<file path="config.mk">
export PLATFORM = sky130hd
export DESIGN_NAME = keypad_code_lock
export DESIGN_NICKNAME = d
export VERILOG_FILES = /design/src/design/kcl_pkg.sv /design/src/design/kcl_key_reg.sv /design/src/design/kcl_engine.sv /design/src/design/kcl_rsp_reg.sv /design/src/design/keypad_code_lock.sv
export SDC_FILE = /design/constraint.sdc
export NUM_CORES = 1
export LEC_CHECK = 0
export ABC_AREA = 0
export BUFFER_PORTS_ARGS = -buffer_cell sky130_fd_sc_hd__buf_4
export CAP_MARGIN = 20
export CORE_UTILIZATION = 60
export DETAILED_ROUTE_END_ITERATION = 10
export PLACE_DENSITY_LB_ADDON = 0.15
export SLEW_MARGIN = 10
export SYNTH_ARGS = -nofsm -noshare
export SYNTH_HDL_FRONTEND = slang
export SYNTH_SLANG_ARGS = --single-unit
</file>
<file path="constraint.sdc">
create_clock -name clock -period 3.9 [get_ports clock]
set_clock_uncertainty 0.2 [all_clocks]
set_input_delay 0.39 -clock clock [delete_from_list [all_inputs] [get_ports clock]]
set_output_delay 0.39 -clock clock [all_outputs]
set_load 0.01 [all_outputs]
</file>
<file path="src/design/kcl_pkg.sv">
// ----------------------------------------------------------------------------
// kcl_pkg
// Shared types and constants for the keypad code lock.
// ----------------------------------------------------------------------------
package kcl_pkg;

   localparam int KEY_W     = 4;
   localparam int PRESET_W  = 16;
   localparam int SLOT_W    = 2;
   localparam int KEYS_W    = 3;

   localparam int CODE_KEYS_DEF  = 4;
   localparam int USER_SLOTS_DEF = 3;

   localparam logic [KEY_W-1:0]    KEY_STAR     = 4'd10;
   localparam logic [KEY_W-1:0]    KEY_HASH     = 4'd11;
   localparam logic [PRESET_W-1:0] PRESET_RESET = 16'h1337;

   typedef enum logic [2:0] {
      ST_TAKEN       = 3'd0,
      ST_GOOD        = 3'd1,
      ST_BAD         = 3'd2,
      ST_SETMODE     = 3'd3,
      ST_STORED      = 3'd4,
      ST_STORED_LAST = 3'd5,
      ST_FULL        = 3'd6,
      ST_NOT_VALID   = 3'd7
   } status_type;

   typedef struct packed {
      status_type        status;
      logic [SLOT_W-1:0] slot_stored;
      logic [KEYS_W-1:0] keys_entered;
   } result_type;

endpackage

</file>
<file path="src/design/kcl_key_reg.sv">
// ----------------------------------------------------------------------------
// kcl_key_reg
// Input register: holds one key code until the engine stage advances.
// ----------------------------------------------------------------------------
module kcl_key_reg
   import kcl_pkg::*;
(
   input  logic             clock,
   input  logic             reset,
   input  logic             req_valid,
   output logic             req_ready,
   input  logic [KEY_W-1:0] req_key_code,
   output logic             key_valid,
   input  logic             key_take,
   output logic [KEY_W-1:0] key_code
);

   logic             valid_ff, valid_in;
   logic [KEY_W-1:0] key_ff;

   assign req_ready = !valid_ff || key_take;
   assign valid_in  = req_valid || (valid_ff && !key_take);

   always_ff @(posedge clock) begin
      if (reset) begin
         valid_ff <= 1'b0;
      end else if (req_ready) begin
         valid_ff <= valid_in;
      end
   end

   always_ff @(posedge clock) begin
      if (req_valid && req_ready) begin
         key_ff <= req_key_code;
      end
   end

   assign key_valid = valid_ff;
   assign key_code  = key_ff;

endmodule

</file>
<file path="src/design/kcl_engine.sv">
// ----------------------------------------------------------------------------
// kcl_engine
// Lock state, preset register and the single-pass key decode.
// ----------------------------------------------------------------------------
module kcl_engine
   import kcl_pkg::*;
#(
   parameter int CODE_KEYS  = CODE_KEYS_DEF,
   parameter int USER_SLOTS = USER_SLOTS_DEF
)
(
   input  logic                clock,
   input  logic                reset,
   input  logic                csr_write,
   input  logic [PRESET_W-1:0] csr_wdata,
   input  logic                fire,
   input  logic [KEY_W-1:0]    key,
   output result_type          result
);

   localparam int CODE_W  = KEY_W * CODE_KEYS;
   localparam int CMP_W   = (CODE_W > PRESET_W) ? CODE_W : PRESET_W;
   localparam int CNT_W   = $clog2(CODE_KEYS + 1);
   localparam int IDX_W   = (CODE_KEYS > 1) ? $clog2(CODE_KEYS) : 1;
   localparam int SIDX_W  = (USER_SLOTS > 1) ? $clog2(USER_SLOTS) : 1;

   logic [PRESET_W-1:0]   preset_ff;
   logic                  set_mode_ff, set_mode_in;
   logic [CNT_W-1:0]      cnt_ff, cnt_in;
   logic                  last_star_ff, last_star_in;
   logic [KEY_W-1:0]      entry_keys_ff [CODE_KEYS];
   logic [CODE_W-1:0]     user_codes_ff [USER_SLOTS];
   logic [USER_SLOTS-1:0] slot_filled_ff, slot_filled_in;

   logic [IDX_W-1:0]      cnt_idx;
   logic [KEY_W-1:0]      keys_next [CODE_KEYS];
   logic [CODE_W-1:0]     code_next;
   logic                  bad_key, trigger, complete;
   logic                  good, digits_only, found;
   logic [SIDX_W-1:0]     free_idx;
   logic [USER_SLOTS-1:0] free_onehot;
   logic                  entry_we, store_we;
   logic [CNT_W+KEYS_W-1:0]  keys_wide;
   logic [SIDX_W+SLOT_W-1:0] slot_wide;

   assign cnt_idx = cnt_ff[IDX_W-1:0];

   always_comb begin
      for (int i = 0; i < CODE_KEYS; i++) begin
         keys_next[i] = (cnt_idx == IDX_W'(i)) ? key : entry_keys_ff[i];
         code_next[(CODE_KEYS-1-i)*KEY_W +: KEY_W] = keys_next[i];
      end
   end

   always_comb begin
      good = (CMP_W'(code_next) == CMP_W'(preset_ff));
      for (int i = 0; i < USER_SLOTS; i++) begin
         if (slot_filled_ff[i] && user_codes_ff[i] == code_next) begin
            good = 1'b1;
         end
      end
      digits_only = 1'b1;
      for (int i = 0; i < CODE_KEYS; i++) begin
         if (keys_next[i] == KEY_STAR || keys_next[i] == KEY_HASH) begin
            digits_only = 1'b0;
         end
      end
      // lowest empty slot wins
      found       = 1'b0;
      free_idx    = '0;
      free_onehot = '0;
      for (int i = USER_SLOTS - 1; i >= 0; i--) begin
         if (!slot_filled_ff[i]) begin
            found       = 1'b1;
            free_idx    = SIDX_W'(i);
            free_onehot = USER_SLOTS'(1) << i;
         end
      end
   end

   assign bad_key  = (key > KEY_HASH) || (cnt_ff >= CNT_W'(CODE_KEYS));
   assign trigger  = !set_mode_ff && key == KEY_STAR && cnt_ff != '0 &&
                     last_star_ff && entry_keys_ff[0] == KEY_STAR;
   assign complete = (cnt_ff == CNT_W'(CODE_KEYS - 1));

   always_comb begin
      set_mode_in    = set_mode_ff;
      cnt_in         = cnt_ff;
      last_star_in   = last_star_ff;
      slot_filled_in = slot_filled_ff;
      entry_we       = 1'b0;
      store_we       = 1'b0;
      result.status  = ST_NOT_VALID;
      keys_wide      = {{KEYS_W{1'b0}}, cnt_ff};
      slot_wide      = '0;
      if (bad_key) begin
         result.status = ST_NOT_VALID;
      end else if (trigger) begin
         set_mode_in   = 1'b1;
         cnt_in        = '0;
         keys_wide     = '0;
         result.status = ST_SETMODE;
      end else begin
         entry_we     = 1'b1;
         last_star_in = (key == KEY_STAR);
         if (!complete) begin
            cnt_in        = CNT_W'(cnt_ff + 1'b1);
            keys_wide     = {{KEYS_W{1'b0}}, CNT_W'(cnt_ff + 1'b1)};
            result.status = ST_TAKEN;
         end else begin
            cnt_in    = '0;
            keys_wide = '0;
            if (!set_mode_ff) begin
               result.status = good ? ST_GOOD : ST_BAD;
            end else begin
               set_mode_in = 1'b0;
               if (!digits_only) begin
                  result.status = ST_NOT_VALID;
               end else if (found) begin
                  store_we       = 1'b1;
                  slot_filled_in = slot_filled_ff | free_onehot;
                  slot_wide      = {{SLOT_W{1'b0}}, free_idx};
                  result.status  = (&slot_filled_in) ? ST_STORED_LAST : ST_STORED;
               end else begin
                  result.status = ST_FULL;
               end
            end
         end
      end
      result.keys_entered = keys_wide[KEYS_W-1:0];
      result.slot_stored  = slot_wide[SLOT_W-1:0];
   end

   always_ff @(posedge clock) begin
      if (reset) begin
         preset_ff      <= PRESET_RESET;
         set_mode_ff    <= 1'b0;
         cnt_ff         <= '0;
         last_star_ff   <= 1'b0;
         slot_filled_ff <= '0;
      end else begin
         if (csr_write) begin
            preset_ff <= csr_wdata;
         end
         if (fire) begin
            set_mode_ff    <= set_mode_in;
            cnt_ff         <= cnt_in;
            last_star_ff   <= last_star_in;
            slot_filled_ff <= slot_filled_in;
         end
      end
   end

   always_ff @(posedge clock) begin
      if (fire && entry_we) begin
         entry_keys_ff[cnt_idx] <= key;
      end
      if (fire && store_we) begin
         user_codes_ff[free_idx] <= code_next;
      end
   end

`ifndef SYNTHESIS
   a_cnt_range: assert property (@(posedge clock) disable iff (reset)
      cnt_ff < CNT_W'(CODE_KEYS))
      else $error("key count out of range");

   a_setmode_enter: assert property (@(posedge clock) disable iff (reset)
      fire && result.status == ST_SETMODE |=> set_mode_ff && cnt_ff == '0)
      else $error("set mode not entered");

   a_store_fills: assert property (@(posedge clock) disable iff (reset)
      fire && (result.status == ST_STORED || result.status == ST_STORED_LAST)
      |=> $countones(slot_filled_ff) == $countones($past(slot_filled_ff)) + 1)
      else $error("store did not fill exactly one slot");

   a_filled_sticky: assert property (@(posedge clock) disable iff (reset)
      1'b1 |=> (slot_filled_ff & $past(slot_filled_ff)) == $past(slot_filled_ff))
      else $error("user slot emptied");
`endif

endmodule

</file>
<file path="src/design/kcl_rsp_reg.sv">
// ----------------------------------------------------------------------------
// kcl_rsp_reg
// Result register: holds one result until the receiver takes it.
// ----------------------------------------------------------------------------
module kcl_rsp_reg
   import kcl_pkg::*;
(
   input  logic              clock,
   input  logic              reset,
   input  logic              in_valid,
   output logic              in_ready,
   input  result_type        in_result,
   output logic              rsp_valid,
   input  logic              rsp_ready,
   output logic [2:0]        rsp_status,
   output logic [SLOT_W-1:0] rsp_slot_stored,
   output logic [KEYS_W-1:0] rsp_keys_entered
);

   logic       valid_ff;
   result_type result_ff;

   assign in_ready = !valid_ff || rsp_ready;

   always_ff @(posedge clock) begin
      if (reset) begin
         valid_ff <= 1'b0;
      end else if (in_ready) begin
         valid_ff <= in_valid;
      end
   end

   always_ff @(posedge clock) begin
      if (in_valid && in_ready) begin
         result_ff <= in_result;
      end
   end

   assign rsp_valid        = valid_ff;
   assign rsp_status       = result_ff.status;
   assign rsp_slot_stored  = result_ff.slot_stored;
   assign rsp_keys_entered = result_ff.keys_entered;

endmodule

</file>
<file path="src/design/keypad_code_lock.sv">
// ----------------------------------------------------------------------------
// keypad_code_lock
// Keypad code lock: gathers key codes into codes, checks or stores them.
// ----------------------------------------------------------------------------
// Usage:
//   req_*  : one key code per transaction (0-9 digit, 10 star, 11 hash).
//   rsp_*  : exactly one result per key: status, slot_stored, keys_entered.
//   csr_*  : write of the preset code; csr_ready is always high. Write only
//            while no key transaction is in flight.
// Path: the accept edge loads the input register; the result register then
//   loads through the decode and raises rsp_valid.
// Throughput: one key per cycle while the result register is not stalled; the lock
//   state updates as the key moves from the input register into the result register.
// Stall: when rsp_ready is low the result register holds; the input
//   register still takes one more key, after which req_ready drops until
//   the result is taken.
// Reset: entry mode, empty partial code, all user slots empty, preset code
//   back to 0x1337. User codes and key storage are not cleared.
// ----------------------------------------------------------------------------
module keypad_code_lock
   import kcl_pkg::*;
#(
   parameter int CODE_KEYS  = CODE_KEYS_DEF,
   parameter int USER_SLOTS = USER_SLOTS_DEF
)
(
   input  logic                clock,
   input  logic                reset,
   input  logic                req_valid,
   output logic                req_ready,
   input  logic [KEY_W-1:0]    req_key_code,
   output logic                rsp_valid,
   input  logic                rsp_ready,
   output logic [2:0]          rsp_status,
   output logic [SLOT_W-1:0]   rsp_slot_stored,
   output logic [KEYS_W-1:0]   rsp_keys_entered,
   input  logic                csr_valid,
   output logic                csr_ready,
   input  logic [PRESET_W-1:0] csr_wdata
);

   logic             key_valid;
   logic             key_take;
   logic [KEY_W-1:0] key_code;
   result_type       result;

   assign csr_ready = 1'b1;

   kcl_key_reg u_key_reg (
      .clock        (clock),
      .reset        (reset),
      .req_valid    (req_valid),
      .req_ready    (req_ready),
      .req_key_code (req_key_code),
      .key_valid    (key_valid),
      .key_take     (key_take),
      .key_code     (key_code)
   );

   kcl_engine #(
      .CODE_KEYS  (CODE_KEYS),
      .USER_SLOTS (USER_SLOTS)
   ) u_engine (
      .clock     (clock),
      .reset     (reset),
      .csr_write (csr_valid && csr_ready),
      .csr_wdata (csr_wdata),
      .fire      (key_valid && key_take),
      .key       (key_code),
      .result    (result)
   );

   kcl_rsp_reg u_rsp_reg (
      .clock            (clock),
      .reset            (reset),
      .in_valid         (key_valid),
      .in_ready         (key_take),
      .in_result        (result),
      .rsp_valid        (rsp_valid),
      .rsp_ready        (rsp_ready),
      .rsp_status       (rsp_status),
      .rsp_slot_stored  (rsp_slot_stored),
      .rsp_keys_entered (rsp_keys_entered)
   );

endmodule
</file>
==> summary.md <==
| Metric | Value |
|---|---|
| Status | `finished, final reports clean` |
| Max IR drop VDD | `0.2871 mV` |
| Proportion of layout cells with a drive suffix above 1 | `0.2020` |
| Via count | `2863` |
| Number of port buffers | `34` |
| Area of the die | `0.008293 mm2` |
| Total congestion overflow | `0` |
| Share of the yosys chip area belonging to registers | `0.5889` |
| Count of hold buffers inserted by post-cts repair | `7` |
| End point of the worst hold path | `u_engine.preset_ff[8]$_SDFFE_PP1P_` |
| Cell taking the most area after synthesis | `edfxtp_1` |
| Final net count | `425` |
| Site row count | `32` |
| Length in cells of the worst reg-to-reg path | `7` |
| Flops & latches, synth | `102` |
| Share of synthesized registers carrying an async set or reset | `0` |
| Drc violations | `0` |
| First-pass GRT wire length | `14880 um` |
| Clock Root Buffer | `clkbuf_8` |
| RSZ-0062 raised after global routing | `false` |
| Clk Latency, worst-skew pair | `0.38 ns` |
| Library cell with the highest instance count after synthesis | `edfxtp_1` |
| Slew headroom | `0.5828` |
| Number of sinks driven by the clock tree | `102` |
| Clock H-tree levels | `3` |
| Worst reg2reg setup slack | `0.75 ns` |
| Critical Path End Type | `flop` |
| Number of optimization iterations in the first detailed-route pass | `5` |
| Actual transition at the worst max-transition pin | `0.6257 ns` |
| Share of the synthesized area in the top cell type | `0.4795` |
| Post-synthesis instance area | `0.004760 mm2` |
| Placed Instances | `480` |
| Path type of the worst min-delay path | `in -> reg` |
| Required time reported for the critical path endpoint | `3.77 ns` |
| Cells on Worst Hold Path | `2` |
| Leakage power of the design | `1.981 nW` |
| Mean area per synthesized cell | `13.52 um2` |
| Unique masters post-synth | `50` |
| Number of standard cells in the final layout excluding fillers | `503` |
| Arr. time, crit path | `3.02 ns` |
| Detailed-route vias per instance | `5.692` |
| Top post-synthesis cells by area | `edfxtp_1 48%, dfxtp_1 11%, xor2_1 9.0%` |
| Number of flops mapped to enable cells by yosys | `76` |
| Die X | `91.07 um` |
| Min setup slack post-route | `0.7549 ns` |
| Final HPWL DP | `6641 um` |
| Largest fanout on the critical path | `16` |
| Vert. Die Dim | `91.07 um` |
| Drt first-iter violations | `230` |
| Pin count of the biggest net entering global routing | `27` |
| Diodes inserted | `0` |
| Synth-to-layout area growth | `13.12%` |
| Core area | `0.007687 mm2` |
| Routability congestion estimate from global placement | `0.8675` |
| Kind of critical path | `reg -> reg` |
| Total setup buffers inserted after CTS | `0` |
| Start point of the worst hold path | `csr_wdata[8]` |
| Syn Inst Count | `352` |
| Worst hold slack | `0.01558 ns` |
| Initial core utilization | `0.6191` |
| Number of antenna violations at the first check in global routing | `0` |
| TritonCTS clock tree | `built` |
| Count of antenna-violating nets left after detailed routing | `0` |
| Setup TNS Final | `0 ns` |
| Number of violations of the max-capacitance limit | `0` |
| Warnings, synthesis | `0` |
| Power density relative to cell area | `381.4 mW/mm2` |
| Maximum root-to-sink buffer count | `2` |
| Net count of the mapped netlist | `381` |
| Top_reg_cell synth | `edfxtp_1` |
| Number of CTS-inserted buffers | `9` |
| Fraction of the cycle the final worst path needs | `0.8064` |
| Wire length per cell | `18.71 um` |
| Cell types with the highest counts after synthesis | `76 x edfxtp_1, 49 x xor2_1, 26 x dfxtp_1` |
| Fmax achieved | `318.0 MHz` |
| Vias in the first global route | `2783` |
| Category of the worst setup path launch point | `flop` |
| Dpl ws | `0.7900 ns` |
| Routed wire length | `9411 um` |
| Shortest period the worst path allows | `3.145 ns` |
| All-Layer GR Usage | `0.2458` |
| R2R Path Start | `u_engine.cnt_ff[0]$_SDFFE_PP0P_` |
| Post-cts gate resize count | `0` |
| Top-level port count | `36` |
| Register clock-pin slew on the reported worst setup and hold paths | `0.11 ns` |
| Count of final hold-check violations | `0` |
| Final setup violation count | `0` |
| Final-report max-slew violation count | `0` |
| Reg-to-reg endpoint | `u_engine.user_codes_ff[1][13]$_DFFE_PP_` |
[state kept, by name (all words and copies together), names as in the netlist, 2 cells and up]
signal,count
u_engine.cnt_ff,3
u_rsp_reg.rsp_slot_stored,2
u_key_reg.key_code,4
u_engine.preset_ff,16
u_rsp_reg.rsp_keys_entered,3
u_engine.user_codes_ff,48
u_engine.slot_filled_ff,3
u_engine.entry_keys_ff,16
u_rsp_reg.rsp_status,3
[metrics by stage]
stage | total power [mW] | instance area, um2 | util
after floorplan | 1.338 | 4760 | -
after global placement | 1.391 | 5101 | 0.6636
after detailed placement | 1.395 | 5101 | 0.6636
after CTS | 2.065 | 5384 | 0.7004
after global routing | 2.122 | 5384 | 0.7004
final | 2.054 | 5384 | 0.7004
[worst max-delay path, stage by stage (launching register included)]
cell and delay, ns:
dfxtp_1 0.47, ha_1 0.52, mux2i_4 0.49, nor3_2 0.11
nor4_4 0.40, nand4_2 0.23, nor2_1 0.16, buf_4 0.26
[how the worst max path moves through the flow]
| stage | start | endpoint | slack [ns] | cells after the start |
|---|---|---|---|---|
| final | u_engine.cnt_ff[0]$_SDFFE_PP0P_ | u_engine.user_codes_ff[1][13]$_DFFE_PP_ | 0.75 | 7 |
| after global routing | u_engine.cnt_ff[0]$_SDFFE_PP0P_ | u_engine.user_codes_ff[2][11]$_DFFE_PP_ | 0.60 | 7 |
| after CTS | u_engine.cnt_ff[0]$_SDFFE_PP0P_ | u_engine.user_codes_ff[1][13]$_DFFE_PP_ | 0.78 | 7 |
| after detailed placement | u_engine.cnt_ff[0]$_SDFFE_PP0P_ | u_engine.user_codes_ff[2][4]$_DFFE_PP_ | 0.79 | 7 |
| after global placement | u_engine.cnt_ff[0]$_SDFFE_PP0P_ | u_engine.user_codes_ff[1][4]$_DFFE_PP_ | 0.88 | 7 |
| after floorplan | u_engine.cnt_ff[0]$_SDFFE_PP0P_ | u_engine.user_codes_ff[0][0]$_DFFE_PP_ | 0.56 | 7 |
[layout make-up]
cell class / count / area [um2]
clock inverters: 7 / 88.84
multi-input cells: 220 / 1818
clock buffers: 9 / 123.9
inverters: 18 / 67.56
repair buffers: 45 / 355.3
flip-flops and latches: 102 / 2803
fillers: 558 / 2303
well taps: 102 / 127.6
[logic make-up (layout without fill, tap and decap cells)]
group / count (synthesis) / in the layout / share of synthesized area
xor+xnor: 63 / 63 / 0.1159
flops: 102 / 102 / 0.5889
compound gates: 31 / 31 / 0.05021
fa+ha+maj: 4 / 4 / 0.01052
other cells: 1 / 1 / 0.0007879
mux: 25 / 25 / 0.08622
simple gates: 96 / 96 / 0.1172
buf+inv: 30 / 79 / 0.03023
[layout by cell type (no fill, tap or decap), types with 3 or more instances in the layout]
cell type and count:
clkbuf_8 9, nor3b_1 3, nor2b_1 13, ha_1 4, o2111ai_1 4, xnor2_1 14, a21oi_1 8, nor3_1 5
clkinv_8 3, xor2_1 49, nand3_1 3, nand4_1 12, a211o_1 8, inv_1 17, edfxtp_1 76, and3_1 5
nand2_1 14, mux2i_4 12, dfxtp_1 26, nor2_1 22, dlygate4sd3_1 7, and2_1 3, mux2i_1 10, buf_4 38
[report_power, final]
part	internal, mW	switching [mW]	total (mW)
clock	0.259	0.417	0.676
combinational	0.0801	0.0874	0.168
sequential	1.18	0.0253	1.21
total	1.52	0.530	2.05
[routing by layer]
metal | wire, um | share of wire | up-vias | track usage
met4 | 114 | 0.012 | 0 | 0.06349
met5 | 0 | 0 | - | 0
met1 | 4273 | 0.45 | 1403 | 0.3315
li1 | - | - | 1354 | -
met3 | 496 | 0.053 | 9 | 0.06114
met2 | 4527 | 0.48 | 97 | 0.4003
No activity file was read; power rests on OpenSTA's default activity.
